File: config.mk
export PLATFORM = sky130hd
export DESIGN_NAME = chunk_reorder_window
export DESIGN_NICKNAME = d
export VERILOG_FILES = /design/src/rtl/core/crw_pkg.sv /design/src/rtl/core/chunk_reorder_window.sv /design/src/rtl/core/crw_ctrl.sv /design/src/rtl/core/crw_datapath.sv
export SDC_FILE = /design/constraint.sdc
export NUM_CORES = 1
export LEC_CHECK = 0
export BUFFER_PORTS_ARGS = -buffer_cell sky130_fd_sc_hd__buf_4
export CAP_MARGIN = 20
export CORE_MARGIN = 5
export CORE_UTILIZATION = 60
export DETAILED_ROUTE_END_ITERATION = 12
export GPL_TIMING_DRIVEN = 0
export PLACE_DENSITY = 0.83
export SLEW_MARGIN = 40
export SYNTH_ARGS = -nofsm -noshare
export SYNTH_HDL_FRONTEND = slang
export SYNTH_HIERARCHICAL = 1
export SYNTH_SLANG_ARGS = --single-unit
File: constraint.sdc
create_clock -name clock -period 6.6 [get_ports clock]
set_input_delay 1.32 -clock clock [delete_from_list [all_inputs] [get_ports clock]]
set_output_delay 1.32 -clock clock [all_outputs]
set_load 0.01 [all_outputs]
File: src/rtl/core/crw_pkg.sv
// ----------------------------------------------------------------------------
// crw_pkg: shared types and constants for the chunk reorder window
// Result kinds, controller states, command/status bundles and window helpers.
// ----------------------------------------------------------------------------
package crw_pkg;

   localparam int MAX_WINDOW  = 32;
   localparam int SLOT_W      = $clog2(MAX_WINDOW);
   localparam int WIN_W       = 6;
   localparam int SEQ_W       = 32;
   localparam int LEN_W       = 16;
   localparam int KIND_W      = 2;
   localparam int REQ_DATA_W  = 48;
   localparam int RSP_DATA_W  = 56;
   localparam int RSP_USER_W  = 3;

   localparam logic [WIN_W-1:0] DEFAULT_WINDOW = 6'd8;
   localparam logic [WIN_W-1:0] MAX_WINDOW_W   = 6'(MAX_WINDOW);
   localparam logic [SEQ_W-1:0] FINAL_SEQ      = 32'hFFFF_FFFF;

   // result kinds
   localparam logic [KIND_W-1:0] KIND_DELIVER = 2'd0;
   localparam logic [KIND_W-1:0] KIND_TAIL    = 2'd1;
   localparam logic [KIND_W-1:0] KIND_REREQ   = 2'd2;

   typedef enum logic [1:0] {
      ST_IDLE,
      ST_WALK,
      ST_TAIL
   } state_type;

   // controller -> datapath
   typedef struct packed {
      logic insert;
      logic emit_deliver;
      logic emit_rereq;
      logic emit_tail;
   } cmd_type;

   // datapath -> controller
   typedef struct packed {
      logic in_window;
      logic head_filled;
      logic tail_ovf;
      logic walk_end;
      logic tail_end;
      logic out_free;
   } status_type;

   // effective window depth: zero reads as the default, large values saturate
   function automatic logic [WIN_W-1:0] eff_window(input logic [WIN_W-1:0] w);
      logic [WIN_W-1:0] r;
      r = w;
      if (w == '0) begin
         r = DEFAULT_WINDOW;
      end else if (w > MAX_WINDOW_W) begin
         r = MAX_WINDOW_W;
      end
      return r;
   endfunction

endpackage

File: src/rtl/core/chunk_reorder_window.sv
// ----------------------------------------------------------------------------
// chunk_reorder_window: receive-side reorder window for numbered chunks
// Top level joining the walk sequencer and the window datapath.
// ----------------------------------------------------------------------------
// Accepts one chunk (number, length) per item and answers with the in-order
// releases it unlocks: for each filled head slot a deliver item followed by a
// request for the new tail chunk (left out past the last chunk number), and a
// re-request of the head chunk at the first gap. A chunk outside the window
// is dropped in the cycle it is taken and gives no result. An in-window item
// is taken while the sequencer is idle, then the walk sequencer puts out one
// result item per cycle through the output register while rsp_tready does
// not stall it, up to 2W results for one item; the next item is taken once
// the walk has issued its last result. Payload bytes belong in an external
// store addressed by the slot field.
module chunk_reorder_window (
   input  logic                              clock,
   input  logic                              reset,
   // fields from bit 0: chunk_number[31:0], payload_length[47:32]
   input  logic                              req_tvalid,
   output logic                              req_tready,
   input  logic [crw_pkg::REQ_DATA_W-1:0]    req_tdata,
   // fields from bit 0: sequence_res[31:0], slot[36:32], length[52:37], zero
   output logic                              rsp_tvalid,
   input  logic                              rsp_tready,
   output logic [crw_pkg::RSP_DATA_W-1:0]    rsp_tdata,
   // fields from bit 0: kind[1:0], done_res[2]
   output logic [crw_pkg::RSP_USER_W-1:0]    rsp_tuser,
   output logic                              rsp_tlast,
   // window_size register
   input  logic                              csr_wen,
   input  logic [crw_pkg::WIN_W-1:0]         csr_wdata
);

   crw_pkg::cmd_type    cmd;
   crw_pkg::status_type status;

   crw_ctrl u_ctrl (
      .clock      (clock),
      .reset      (reset),
      .req_tvalid (req_tvalid),
      .req_tready (req_tready),
      .status     (status),
      .cmd        (cmd)
   );

   crw_datapath u_datapath (
      .clock      (clock),
      .reset      (reset),
      .req_tdata  (req_tdata),
      .csr_wen    (csr_wen),
      .csr_wdata  (csr_wdata),
      .cmd        (cmd),
      .status     (status),
      .rsp_tvalid (rsp_tvalid),
      .rsp_tready (rsp_tready),
      .rsp_tdata  (rsp_tdata),
      .rsp_tuser  (rsp_tuser),
      .rsp_tlast  (rsp_tlast)
   );

endmodule

File: src/rtl/core/crw_ctrl.sv
// ----------------------------------------------------------------------------
// crw_ctrl: release walk sequencer
// Accepts one item at a time and steps the walk one result per unstalled cycle.
// ----------------------------------------------------------------------------
module crw_ctrl (
   input  logic                  clock,
   input  logic                  reset,
   input  logic                  req_tvalid,
   output logic                  req_tready,
   input  crw_pkg::status_type   status,
   output crw_pkg::cmd_type      cmd
);

   crw_pkg::state_type state_ff, state_in;

   // state register
   always_ff @(posedge clock) begin
      if (reset) begin
         state_ff <= crw_pkg::ST_IDLE;
      end else begin
         state_ff <= state_in;
      end
   end

   // next state
   always_comb begin
      state_in = state_ff;
      case (state_ff)
         crw_pkg::ST_IDLE: begin
            if (req_tvalid && status.in_window) begin
               state_in = crw_pkg::ST_WALK;
            end
         end
         crw_pkg::ST_WALK: begin
            if (status.out_free) begin
               if (!status.head_filled) begin
                  state_in = crw_pkg::ST_IDLE;
               end else if (!status.tail_ovf) begin
                  state_in = crw_pkg::ST_TAIL;
               end else if (status.walk_end) begin
                  state_in = crw_pkg::ST_IDLE;
               end
            end
         end
         crw_pkg::ST_TAIL: begin
            if (status.out_free) begin
               state_in = status.tail_end ? crw_pkg::ST_IDLE : crw_pkg::ST_WALK;
            end
         end
         default: state_in = crw_pkg::ST_IDLE;
      endcase
   end

   // outputs
   always_comb begin
      req_tready       = 1'b0;
      cmd              = '0;
      case (state_ff)
         crw_pkg::ST_IDLE: begin
            req_tready = 1'b1;
            cmd.insert = req_tvalid && status.in_window;
         end
         crw_pkg::ST_WALK: begin
            cmd.emit_deliver = status.out_free && status.head_filled;
            cmd.emit_rereq   = status.out_free && !status.head_filled;
         end
         crw_pkg::ST_TAIL: begin
            cmd.emit_tail = status.out_free;
         end
         default: begin
            req_tready = 1'b0;
         end
      endcase
   end

endmodule

File: src/rtl/core/crw_datapath.sv
// ----------------------------------------------------------------------------
// crw_datapath: window state, slot store and result register
// Holds head, fill flags, stored lengths and the registered result item.
// ----------------------------------------------------------------------------
module crw_datapath (
   input  logic                              clock,
   input  logic                              reset,
   input  logic [crw_pkg::REQ_DATA_W-1:0]    req_tdata,
   input  logic                              csr_wen,
   input  logic [crw_pkg::WIN_W-1:0]         csr_wdata,
   input  crw_pkg::cmd_type                  cmd,
   output crw_pkg::status_type               status,
   output logic                              rsp_tvalid,
   input  logic                              rsp_tready,
   output logic [crw_pkg::RSP_DATA_W-1:0]    rsp_tdata,
   output logic [crw_pkg::RSP_USER_W-1:0]    rsp_tuser,
   output logic                              rsp_tlast
);

   localparam int SLOT_W = crw_pkg::SLOT_W;
   localparam int SEQ_W  = crw_pkg::SEQ_W;
   localparam int LEN_W  = crw_pkg::LEN_W;
   localparam int WIN_W  = crw_pkg::WIN_W;

   logic [SEQ_W-1:0]            head_seq_ff, head_seq_in;
   logic [SLOT_W-1:0]           head_slot_ff, head_slot_in;
   logic [crw_pkg::MAX_WINDOW-1:0] filled_ff, filled_in;
   logic [WIN_W-1:0]            win_ff;
   logic [WIN_W-1:0]            count_ff, count_in;
   logic [LEN_W-1:0]            len_mem [crw_pkg::MAX_WINDOW];

   logic                        rsp_valid_ff, rsp_valid_in;
   logic [crw_pkg::KIND_W-1:0]  rsp_kind_ff;
   logic [SEQ_W-1:0]            rsp_seq_ff;
   logic [SLOT_W-1:0]           rsp_slot_ff;
   logic [LEN_W-1:0]            rsp_len_ff;
   logic                        rsp_done_ff;
   logic                        rsp_last_ff;

   logic [SEQ_W-1:0]            in_chunk;
   logic [LEN_W-1:0]            in_len;
   logic [SEQ_W-1:0]            diff;
   logic [SLOT_W-1:0]           ins_slot;
   logic [WIN_W-1:0]            win_eff;
   logic [WIN_W-1:0]            win_new_eff;
   logic [SEQ_W:0]              tail_sum;
   logic                        any_emit;

   assign in_chunk    = req_tdata[SEQ_W-1:0];
   assign in_len      = req_tdata[SEQ_W+LEN_W-1:SEQ_W];
   assign win_eff     = crw_pkg::eff_window(win_ff);
   assign win_new_eff = crw_pkg::eff_window(csr_wdata);

   // window test and target slot of the arriving chunk
   assign diff     = in_chunk - head_seq_ff;
   assign ins_slot = head_slot_ff + diff[SLOT_W-1:0];

   // tail chunk after a slide is head + W; past the last number when it carries
   assign tail_sum = {1'b0, head_seq_ff} + (SEQ_W+1)'(win_eff);
   assign any_emit = cmd.emit_deliver || cmd.emit_rereq || cmd.emit_tail;

   // status to the controller
   always_comb begin
      status.in_window   = (in_chunk >= head_seq_ff) && (diff < SEQ_W'(win_eff));
      status.head_filled = filled_ff[head_slot_ff];
      status.tail_ovf    = tail_sum[SEQ_W];
      status.walk_end    = (count_ff + WIN_W'(1)) == win_eff;
      status.tail_end    = count_ff == win_eff;
      status.out_free    = !rsp_valid_ff || rsp_tready;
   end

   // window register
   always_ff @(posedge clock) begin
      if (reset) begin
         win_ff <= crw_pkg::DEFAULT_WINDOW;
      end else if (csr_wen) begin
         win_ff <= csr_wdata;
      end
   end

   // fill flags: resize clears slots outside the window, insert sets, deliver frees
   always_comb begin
      logic [SLOT_W-1:0] off;
      off       = '0;
      filled_in = filled_ff;
      if (csr_wen) begin
         for (int j = 0; j < crw_pkg::MAX_WINDOW; j++) begin
            off = SLOT_W'(j) - head_slot_ff;
            if ({1'b0, off} >= win_new_eff) begin
               filled_in[j] = 1'b0;
            end
         end
      end
      if (cmd.insert) begin
         filled_in[ins_slot] = 1'b1;
      end
      if (cmd.emit_deliver) begin
         filled_in[head_slot_ff] = 1'b0;
      end
   end

   // head and walk count
   always_comb begin
      head_seq_in  = head_seq_ff;
      head_slot_in = head_slot_ff;
      count_in     = count_ff;
      if (cmd.insert) begin
         count_in = '0;
      end
      if (cmd.emit_deliver) begin
         head_seq_in  = head_seq_ff + SEQ_W'(1);
         head_slot_in = head_slot_ff + SLOT_W'(1);
         count_in     = count_ff + WIN_W'(1);
      end
   end

   always_ff @(posedge clock) begin
      if (reset) begin
         head_seq_ff  <= '0;
         head_slot_ff <= '0;
         filled_ff    <= '0;
         count_ff     <= '0;
      end else begin
         head_seq_ff  <= head_seq_in;
         head_slot_ff <= head_slot_in;
         filled_ff    <= filled_in;
         count_ff     <= count_in;
      end
   end

   // length store: first arrival of a chunk writes its slot
   always_ff @(posedge clock) begin
      if (cmd.insert && !filled_ff[ins_slot]) begin
         len_mem[ins_slot] <= in_len;
      end
   end

   // result register
   assign rsp_valid_in = any_emit ? 1'b1 : (rsp_tready ? 1'b0 : rsp_valid_ff);

   always_ff @(posedge clock) begin
      if (reset) begin
         rsp_valid_ff <= 1'b0;
      end else begin
         rsp_valid_ff <= rsp_valid_in;
      end
   end

   always_ff @(posedge clock) begin
      if (cmd.emit_deliver) begin
         rsp_kind_ff <= crw_pkg::KIND_DELIVER;
         rsp_seq_ff  <= head_seq_ff;
         rsp_slot_ff <= head_slot_ff;
         rsp_len_ff  <= len_mem[head_slot_ff];
         rsp_done_ff <= head_seq_ff == crw_pkg::FINAL_SEQ;
         rsp_last_ff <= tail_sum[SEQ_W] && ((count_ff + WIN_W'(1)) == win_eff);
      end else if (cmd.emit_rereq) begin
         rsp_kind_ff <= crw_pkg::KIND_REREQ;
         rsp_seq_ff  <= head_seq_ff;
         rsp_slot_ff <= head_slot_ff;
         rsp_len_ff  <= '0;
         rsp_done_ff <= 1'b0;
         rsp_last_ff <= 1'b1;
      end else if (cmd.emit_tail) begin
         rsp_kind_ff <= crw_pkg::KIND_TAIL;
         rsp_seq_ff  <= head_seq_ff + SEQ_W'(win_eff) - SEQ_W'(1);
         rsp_slot_ff <= head_slot_ff + win_eff[SLOT_W-1:0] - SLOT_W'(1);
         rsp_len_ff  <= '0;
         rsp_done_ff <= 1'b0;
         rsp_last_ff <= count_ff == win_eff;
      end
   end

   assign rsp_tvalid = rsp_valid_ff;
   assign rsp_tdata  = {3'b000, rsp_len_ff, rsp_slot_ff, rsp_seq_ff};
   assign rsp_tuser  = {rsp_done_ff, rsp_kind_ff};
   assign rsp_tlast  = rsp_last_ff;

endmodule

==> results of run 1 <==
-- cell type report --
cell class | instances | area (µm²) | share of cell area [%]
sequential | 658 | 18800 | 49.6
tap | 696 | 871 | 2.29
clock buffer | 82 | 1770 | 4.67
multi-input combinational | 1447 | 13400 | 35.2
timing repair buffer | 172 | 1760 | 4.64
buffer | 101 | 470 | 1.24
inverter | 127 | 477 | 1.25
clock inverter | 38 | 419 | 1.10
-- state kept, by name, indices dropped and copies added (netlist names), 2 cells and up, named ones only --
register	count
u_datapath/len_mem	512
u_datapath/filled_ff	32
u_datapath/head_seq_ff	32
u_datapath/rsp_seq_ff	32
u_datapath/rsp_len_ff	16
u_datapath/count_ff	6
u_datapath/win_ff	6
u_datapath/head_slot_ff	5
u_datapath/rsp_slot_ff	5
u_ctrl/state_ff	2
u_datapath/rsp_kind_ff	2
-- stage by stage --
stage | hold slack (ns) | utilization, %
3_5_place_dp | 0.502 | 65.1
2_1_floorplan | 0.474 | -
4_1_cts | 0.512 | 70.1
5_1_grt | 0.533 | 70.3
3_3_place_gp | 0.486 | 64.0
6_report | 0.514 | 70.3
-- per-layer routing --
layer / up-vias / routed length (µm) / global-route usage [%]
met5: - / 34 / 0
met4: 6 / 5920 / 17.2
met3: 327 / 9710 / 6.58
met2: 1605 / 50000 / 56.0
met1: 11200 / 35800 / 42.7
li1: 9415 / - / -
-- kinds of logic (layout without fill, tap and decap cells) --
family	Yosys count	in the layout	synth area share [%]
muxes	206	206	13.1
xor gates and xnor gates	114	114	3.14
buffers and inverters	228	520	2.80
other	1	3	0.0114
and+or+nand+nor	495	495	7.26
DFF	658	658	57.4
adders and majority gates	205	205	7.90
AOI/OAI and AO/OA	424	424	8.43
-- worst max-delay path, delay by kind of cell --
kind	cells	cell delay, ns
adder cells (fa/ha/maj)	3	0.81
AND/OR/NAND/NOR	11	2.45
buffers and inverters	5	0.82
AO/OA/AOI/OAI	5	1.03
XOR/XNOR	1	0.14
-- timing repair --
item / 4_1_cts / 5_1_grt
setup buffers: 25 / 9
gates resized for setup: 2 / 6
endpoints found under the setup margin: 500 / 509
hold buffers: 0 / 0
pin swaps: 20 / 1
-- power groups by stage --
| stage | clock [mW] | combinational, mW | sequential [mW] |
|---|---|---|---|
| 3_3_place_gp | 0 | 0.505 | 4.61 |
| 3_5_place_dp | 0 | 0.532 | 4.61 |
| 2_1_floorplan | 0 | 0.326 | 4.61 |
| 5_1_grt | 4.12 | 0.598 | 4.52 |
| 4_1_cts | 3.87 | 0.537 | 4.52 |
| 6_report | 3.88 | 0.552 | 4.52 |
-- path summary, 6_finish.rpt --
check | from | to | slack (ns)
setup / recovery | req_tdata[0] | u_datapath/len_mem[23][2]$_DFFE_PP_ | 0.28
hold / removal | u_datapath/filled_ff[0]$_SDFF_PP0_ | u_datapath/filled_ff[0]$_SDFF_PP0_ | 0.51
setup reg to reg | u_datapath/head_seq_ff[4]$_SDFFE_PP0P_ | u_datapath/len_mem[23][2]$_DFFE_PP_ | 0.51
hold reg to reg | u_datapath/filled_ff[0]$_SDFF_PP0_ | u_datapath/filled_ff[0]$_SDFF_PP0_ | 0.51
-- cells in the mapped netlist (4+ instances only) --
cell / count / share of area, %
dfxtp_1: 91 / 5.5
and2_1: 12 / 0.23
o21a_1: 12 / 0.27
o21bai_1: 7 / 0.16
a22oi_1: 8 / 0.18
o31ai_1: 8 / 0.18
a21boi_0: 4 / 0.091
and3_1: 10 / 0.19
a311oi_1: 6 / 0.16
a31oi_1: 10 / 0.19
mux2i_1: 27 / 0.82
nor2b_1: 42 / 0.80
a211oi_1: 12 / 0.27
o21ai_0: 103 / 1.6
o2111ai_1: 5 / 0.13
nor3_1: 19 / 0.29
nand2b_1: 17 / 0.32
ha_1: 201 / 7.7
o22ai_1: 6 / 0.11
nand2_1: 151 / 1.7
edfxtp_1: 567 / 52
clkbuf_1: 59 / 0.67
a21o_1: 47 / 1.1
fa_1: 4 / 0.24
nand4_1: 22 / 0.42
a211o_1: 7 / 0.19
o21ai_1: 6 / 0.091
buf_2: 25 / 0.38
xor2_1: 24 / 0.64
buf_4: 5 / 0.11
xnor2_1: 88 / 2.3
nor3b_1: 5 / 0.11
mux4_2: 178 / 12
nor2_1: 149 / 1.7
nand3_1: 30 / 0.46
o211ai_1: 12 / 0.27
a21oi_1: 113 / 1.7
inv_1: 126 / 1.4
nor4_1: 8 / 0.15
buf_1: 10 / 0.11
a221oi_1: 25 / 0.67
==> out/metrics.yaml, run 1 <==
pwr:
  ir_drop_mv: 0.300
  swShare_pct: 23.1
  power.switching_mw: 2.07
  p_comb_share_pct: 6.2
  p_total_mw: 8.96
  p_int_mw: 6.89
  p_leak_nw: 13.4
  p_per_area_nw_per_um2: 236
  seq_power_share_pct: 50.5
  power_frac_clock_pct: 43.4
cells_and_area:
  final_cell_mix: "edfxtp_1 (567), ha_1 (201), mux4_2 (178), nand2_1 (150), buf_4 (133)"
  design_area_um2: 38000
  final_common_cell: "edfxtp_1"
  drive_above_1_share_pct: 21.9
  fin_nets: 2838
  fillers: 3383
  antenna-diode-count: 0
  layout.cells.non_filler: 3321
  area_delta_synth_final_pct: 15.7
critical_path:
  criticalPathCategory: "in2reg"
  critPathArrivalTime_ns: 6.63
  crit_path_start_kind: "primary input"
  cp-end-kind: "flop"
  reg2reg_depth: 24
  required_ns: 6.91
  critPathMaxFanout: 15
  crit_slowest_cell: "fa_1"
  cpPeakStageDelay_ns: 0.40
placement:
  dp.cells: 3166
  port_buffers: 116
  pre_cts_ws_ns: -1.04
  finalWeightedCongestion: 0.939
  post-dp-hpwl_um: 63700
  dpl_cell_area_um2: 35200
timing:
  tns_ns: 0
  setup_viol: 0
  fmax_mhz: 158
  period_share_pct: 95.7
  finClkSkew_ns: 0.0462
  fin_crit_ns: 6.32
  setup_ws_ns: 0.281
  drv_slew: 0
  hold_viol_final: 0
  rsz0062_at_grt: "false"
  maxSlewHeadroom_pct: 38.6
  worst_slew_pin_slew_ns: 0.914
floorplanning:
  std_cell_rows: 85
  boundaryPins: 121
  fp.dieArea_um2: 59500
  start_util_pct: 60.8
  core_um2: 54000
  dieWidth_um: 244
  die_y_um: 244
routing:
  via_per_inst: 6.79
  drc: 0
  routedWlPerCell_um: 30.6
  antenna_left: 0
  vias: 22600
  drt-total-wl_um: 101000
  first_iter_violations: 2705
  first_pass_iters: 6
yosys:
  synth_ff_type: "edfxtp_1"
  postSynthAreaPerCell_um2: 14.1
  ys_seq_elements: 658
  async_flop_share_pct: 0
  syn_inst: 2331
  syn_area_um2: 32800
  synth_warnings: 6
  synth_edf_count: 567
  yosys.cell_types.count: 90
  synth.yosys.seq_area_share_pct: 57.4
global_routing:
  grt_max_degree: 41
  grt_pass1_wl_um: 148000
  track_usage_pct: 33.7
  overflow: 0
  grt_pass1_vias: 22500
  grt_antenna_before_repair: 3
clock_network:
  cts_buffers: 67
  cts.sinks: 658
  clk_path_buf_depth: 3
  cts_tree: "done"
  cts_root_buf: "clkbuf_16"
  insertion_delay_ns: 0.63
  clk_pin_slew_worst_paths_ns: 0.06
  htreeDepth: 3
flow_run:
  drv_cap: 0
status:
  status: "finished, final reports clean"
worst_hold_path:
  hold_class: "reg2reg"
  hold_path_depth: 2
Power figures use the tool's default switching activity.
==> run 2, diff against run 1 <==
GPL_TIMING_DRIVEN = not set   (was 0)
==> run 2 against run 1 <==
  * Via count down 3.5%
  * Routed wire length down 11%
  * Sequential share of layout area up 1.4 points
  * Critical path depth down 1
  * Final area down 2.6%
  * Combinational power down 0.7%
==> out/metrics.yaml, run 2 (synthesis gave the netlist of run 1 again) <==
status:
  status: "finished, final reports clean"
global_routing:
  grt_pass1_vias: 21500
  grt_pass1_wl_um: 135000
  overflow: 0
  grt_antenna_before_repair: 5
  track_usage_pct: 29.8
  grt_max_degree: 88
timing:
  drv_slew: 0
  setup_viol: 0
  fin_crit_ns: 6.18
  finClkSkew_ns: 0.0451
  whs_ns: 0.519
  maxSlewHeadroom_pct: 41.7
  period_share_pct: 93.6
  rsz0062_at_grt: "false"
  worst_slew_pin_slew_ns: 0.871
  fmax_mhz: 162
  hold_viol_final: 0
clock_network:
  cts_tree: "done"
  hold_buffers: 0
  cts_setup_buffers: 0
  cts.sinks: 658
  clk_path_buf_depth: 3
  cts_root_buf: "clkbuf_16"
  post_cts_resized: 0
  insertion_delay_ns: 0.63
  cts_buffers: 67
  clk_pin_slew_worst_paths_ns: 0.06
  htreeDepth: 3
cells_and_area:
  multiInputGateArea_um2: 13100
  drive_above_1_share_pct: 19.6
  area_delta_synth_final_pct: 12.6
  final_cell_mix: "edfxtp_1 (567), ha_1 (201), mux4_2 (178), buf_4 (164), nand2_1 (150)"
  design_area_um2: 37000
  largest_register_ffs: 512
  fin_nets: 2741
  seq_area_um2: 18900
  fillers: 3513
  top_register: "u_datapath/len_mem"
  final_common_cell: "edfxtp_1"
floorplanning:
  dieWidth_um: 244
  core_um2: 54000
  start_util_pct: 60.8
  std_cell_rows: 85
  fp.dieArea_um2: 59500
  die_y_um: 244
  boundaryPins: 121
routing:
  antenna_left: 0
  first_iter_violations: 2814
  drc: 0
  routedWlPerCell_um: 28.0
  drt-total-wl_um: 90200
  vias: 21800
  via_per_inst: 6.76
  first_pass_iters: 6
placement:
  port_buffers: 117
  post-dp-hpwl_um: 57800
  finalWeightedCongestion: 0.953
  dpl_cell_area_um2: 34700
critical_path:
  critPathArrivalTime_ns: 6.46
  crit_buf_inv: 4
  critPathMaxFanout: 13
  cpPeakStageDelay_ns: 0.41
  crit_path_start_kind: "primary input"
  cp_cell_sequence: "buf_4, inv_1, ha_1, fa_1, nand2b_2, a21oi_2, xnor2_4, ha_1, a21oi_1, o31ai_1, nor4_1, o2111ai_1, nor4_1, nand4_1, nor4_1, nand4_1, nor4b_2, nand2_1, nor3_1, buf_4, o211a_4, nand3_4, nor2_1, buf_4"
  crit_family: "simple AND/OR/NAND/NOR gates"
  cp-end-kind: "flop"
  criticalPathCategory: "in2reg"
  crit_slowest_cell: "fa_1"
  required_ns: 6.89
pwr:
  p_per_area_nw_per_um2: 242
  p_leak_nw: 13.0
  ir_drop_mv: 0.247
flow_run:
  drv_cap: 0
worst_hold_path:
  hold_class: "reg2reg"
==> run 2: changes by cell type in the layout (fill, tap and decap cells not counted), moves of 5 or more <==
| cell | delta |
|---|---|
| nor2_1 | +32 |
| clkbuf_2 | -14 |
| buf_4 | +31 |
| buf_12 | -14 |
| buf_8 | -17 |
| nor2_4 | -32 |
| dfxtp_1 | -6 |
| buf_1 | -6 |
| buf_2 | -29 |
| clkbuf_1 | -45 |
| clkinv_2 | -5 |
==> run 2: metrics by stage <==
stage / worst slack [ns] / setup TNS, ns / power [mW] / cells / util [%]
after floorplan: 0.404 / 0 / 4.94 / 2333 / -
after global placement: 0.152 / 0 / 5.12 / 3102 / 64.3
after detailed placement: -0.0390 / -1.13 / 5.14 / 3102 / 64.3
after CTS: 0.481 / 0 / 8.99 / 3220 / 68.4
after global routing: 0.120 / 0 / 9.25 / 3223 / 68.5
final: 0.422 / 0 / 8.97 / 3223 / 68.5
==> run 2: cell type report <==
type | count | share of cell area, %
diodes | 1 | 0.00676
clock buffers | 80 | 4.72
clock inverters | 38 | 1.29
inverters | 127 | 1.29
multi-input cells | 1447 | 35.4
flip-flops and latches | 658 | 51.0
well taps | 696 | 2.35
repair buffers | 176 | 3.93
==> run 2: worst paths after layout <==
path	startpoint	to	slack [ns]	cells past startpoint
max	req_tdata[0]	u_datapath/len_mem[17][8]$_DFFE_PP_	0.42	24
max reg2reg	u_datapath/head_seq_ff[1]$_SDFFE_PP0P_	u_datapath/len_mem[17][8]$_DFFE_PP_	0.63	23
min	u_datapath/filled_ff[12]$_SDFF_PP0_	u_datapath/filled_ff[12]$_SDFF_PP0_	0.52	2
min reg2reg	u_datapath/filled_ff[12]$_SDFF_PP0_	u_datapath/filled_ff[12]$_SDFF_PP0_	0.52	2
==> run 2: worst reg2reg max path: cells and delay by family (launching register included) <==
family	cells	cell delay, ns
buffers and inverters	3	0.64
adder cells (fa/ha/maj)	2	0.63
AO/OA/AOI/OAI	5	1.09
flip-flops	1	0.50
XOR/XNOR	1	0.15
AND/OR/NAND/NOR	12	2.62
==> run 2: metal layers <==
layer	vias to the layer above	GRT usage, %	routed length [µm]
li1	9218	-	-
met1	10900	40.5	33900
met2	1448	48.5	43200
met3	229	6.10	9390
met4	6	10.7	3650
met5	-	0	41
==> run 2: power by group <==
| group | switching [mW] | internal (mW) | total, mW | leakage [nW] |
|---|---|---|---|---|
| clock | 1.67 | 2.23 | 3.90 | 1.08 |
| combinational | 0.356 | 0.192 | 0.548 | 6.12 |
| sequential | 0.00410 | 4.52 | 4.52 | 5.80 |
| total | 2.03 | 6.94 | 8.97 | 13.0 |
==> run 3, diff against run 2 <==
CORE_UTILIZATION = 43   (was 60)
PLACE_DENSITY = 0.64   (was 0.83)
==> run 3 against run 2 <==
  * Clock power is 1% higher
  * Clock skew fell by 0.021 ns
  * Clock-buffer cell count rose by 9
  * Sequential share of layout area decreased by 0.65 points
  * Final area grew 1.3%
  * Highest routed layer is now met4
  * Register-to-register slack better by 0.18 ns
  * Flip-flop and latch count did not move
  * Global-route usage shrank 8.7 points
==> out/metrics.yaml, run 3 (synthesis gave the netlist of run 1 again) <==
status:
  status: "finished, final reports clean"
placement:
  pre_cts_ws_ns: 0.0405
  finalWeightedCongestion: 0.925
  dpl_cell_area_um2: 35100
  port_buffers: 117
  post-dp-hpwl_um: 60700
  dp.cells: 3386
clock_network:
  htreeDepth: 3
  post_cts_resized: 0
  insertion_delay_ns: 0.63
  cts_setup_buffers: 0
  cts_buffers: 71
  cts.sinks: 658
  cts_tree: "done"
  hold_buffers: 0
  clk_pin_slew_worst_paths_ns: 0.06
  clk_path_buf_depth: 3
  cts_root_buf: "clkbuf_16"
pwr:
  seq_power_share_pct: 50.2
  swShare_pct: 22.7
  p_leak_nw: 13.0
  p_per_area_nw_per_um2: 241
  power_frac_clock_pct: 43.7
  p_comb_share_pct: 6.1
  ir_drop_mv: 0.243
  power.switching_mw: 2.04
  p_int_mw: 6.98
global_routing:
  grt_max_degree: 88
  grt_pass1_vias: 20400
  grt_pass1_wl_um: 131000
  overflow: 0
  track_usage_pct: 21.1
  grt_antenna_before_repair: 0
cells_and_area:
  multiInputGateArea_um2: 13100
  largest_register_ffs: 512
  fin_nets: 2745
  final_common_cell: "edfxtp_1"
  antenna-diode-count: 0
  fillers: 6435
  top_register: "u_datapath/len_mem"
  final_cell_mix: "edfxtp_1 (567), ha_1 (201), mux4_2 (178), buf_4 (163), nand2_1 (150)"
  design_area_um2: 37500
  drive_above_1_share_pct: 19.7
  seq_area_um2: 18900
  area_delta_synth_final_pct: 14.1
  layout.cells.non_filler: 3511
timing:
  tns_ns: 0
  whs_ns: 0.518
  worst_slew_pin_slew_ns: 0.919
  fmax_mhz: 167
  drv_slew: 0
  hold_viol_final: 0
  rsz0062_at_grt: "false"
  maxSlewHeadroom_pct: 38.8
  period_share_pct: 90.8
  setup_ws_ns: 0.609
  fin_crit_ns: 5.99
  setup_viol: 0
  finClkSkew_ns: 0.0243
worst_hold_path:
  min_to: "u_datapath/filled_ff[3]$_SDFF_PP0_"
  hold_class: "reg2reg"
  hold_path_depth: 2
  min_from: "u_datapath/filled_ff[3]$_SDFF_PP0_"
floorplanning:
  boundaryPins: 121
  std_cell_rows: 101
  dieWidth_um: 286
  core_um2: 75800
  fp.dieArea_um2: 82000
  start_util_pct: 43.3
  die_y_um: 286
critical_path:
  criticalPathCategory: "in2reg"
  reg2reg_slack_ns: 0.81
  critPathArrivalTime_ns: 6.31
  required_ns: 6.92
  critPathMaxFanout: 16
  r2r_end: "u_datapath/len_mem[2][5]$_DFFE_PP_"
  r2r-start: "u_datapath/head_seq_ff[1]$_SDFFE_PP0P_"
  cp-end-kind: "flop"
  crit_path_start_kind: "primary input"
  reg2reg_depth: 23
routing:
  drc: 0
  routedWlPerCell_um: 25.2
  drt-total-wl_um: 88500
  first_pass_iters: 7
  via_per_inst: 5.94
  first_iter_violations: 1965
  antenna_left: 0
  vias: 20900
flow_run:
  drv_cap: 0
## run 3: cell types whose count changed in the layout (fill, tap and decap cells not counted), moves of 2 or more
cell,change
clkinv_16,+3
clkinv_8,-2
buf_12,+2
bufinv_16,-4
clkbuf_16,+7
clkbuf_1,+2
## run 3: per-stage QoR
step / power, mW / utilization (%)
after floorplan: 4.94 / -
after global placement: 5.14 / 46.3
after detailed placement: 5.16 / 46.3
after CTS: 9.10 / 49.4
after global routing: 9.33 / 49.4
final: 9.02 / 49.4
## run 3: final cells by class
class	count	area share (%)
Clock buffer	89	5.14
Clock inverter	36	1.08
Tap cell	978	3.27
Timing Repair Buffer	176	3.94
Inverter	127	1.27
Sequential cell	658	50.3
Multi-Input combinational cell	1447	35.0
## run 3: worst max path at each step
stage / from / end / slack (ns) / cells past startpoint
6_report: req_tdata[0] / u_datapath/len_mem[2][5]$_DFFE_PP_ / 0.61 / 24
5_1_grt: req_tdata[0] / u_datapath/len_mem[2][5]$_DFFE_PP_ / 0.30 / 24
4_1_cts: req_tdata[0] / u_datapath/len_mem[2][15]$_DFFE_PP_ / 0.65 / 24
3_5_place_dp: req_tdata[0] / u_datapath/len_mem[2][11]$_DFFE_PP_ / 0.04 / 24
3_3_place_gp: req_tdata[0] / u_datapath/len_mem[6][11]$_DFFE_PP_ / 0.16 / 24
2_1_floorplan: req_tdata[0] / u_datapath/len_mem[13][0]$_DFFE_PP_ / 0.40 / 22
## run 3: metal layers
layer / share of wire (%) / GRT usage [%]
met5: 0 / 0
met3: 8.8 / 4.92
met4: 2.4 / 5.26
met1: 43 / 30.5
met2: 45 / 32.7
## run 3: critical path, cell delays in order
cell	delay (ns)
buf_4	0.08
inv_1	0.04
ha_1	0.22
fa_1	0.40
nand2b_2	0.25
a21oi_2	0.26
xnor2_4	0.12
ha_1	0.19
a21oi_1	0.19
o31ai_1	0.12
nor4_1	0.23
o2111ai_1	0.17
nor4_1	0.32
nand4_1	0.12
nor4_1	0.33
nand4_1	0.15
nor4b_2	0.34
nand2_1	0.16
nor3_1	0.16
buf_4	0.15
o211a_4	0.23
nand2_2	0.25
nor2_1	0.30
buf_12	0.20
## run 3: power groups by stage
stage	Sequential (mW)	Clock [mW]	Combinational [mW]
5_1_grt	4.52	4.21	0.599
2_1_floorplan	4.61	0	0.326
3_5_place_dp	4.61	0	0.543
4_1_cts	4.52	4.03	0.546
6_report	4.53	3.95	0.549
3_3_place_gp	4.61	0	0.531
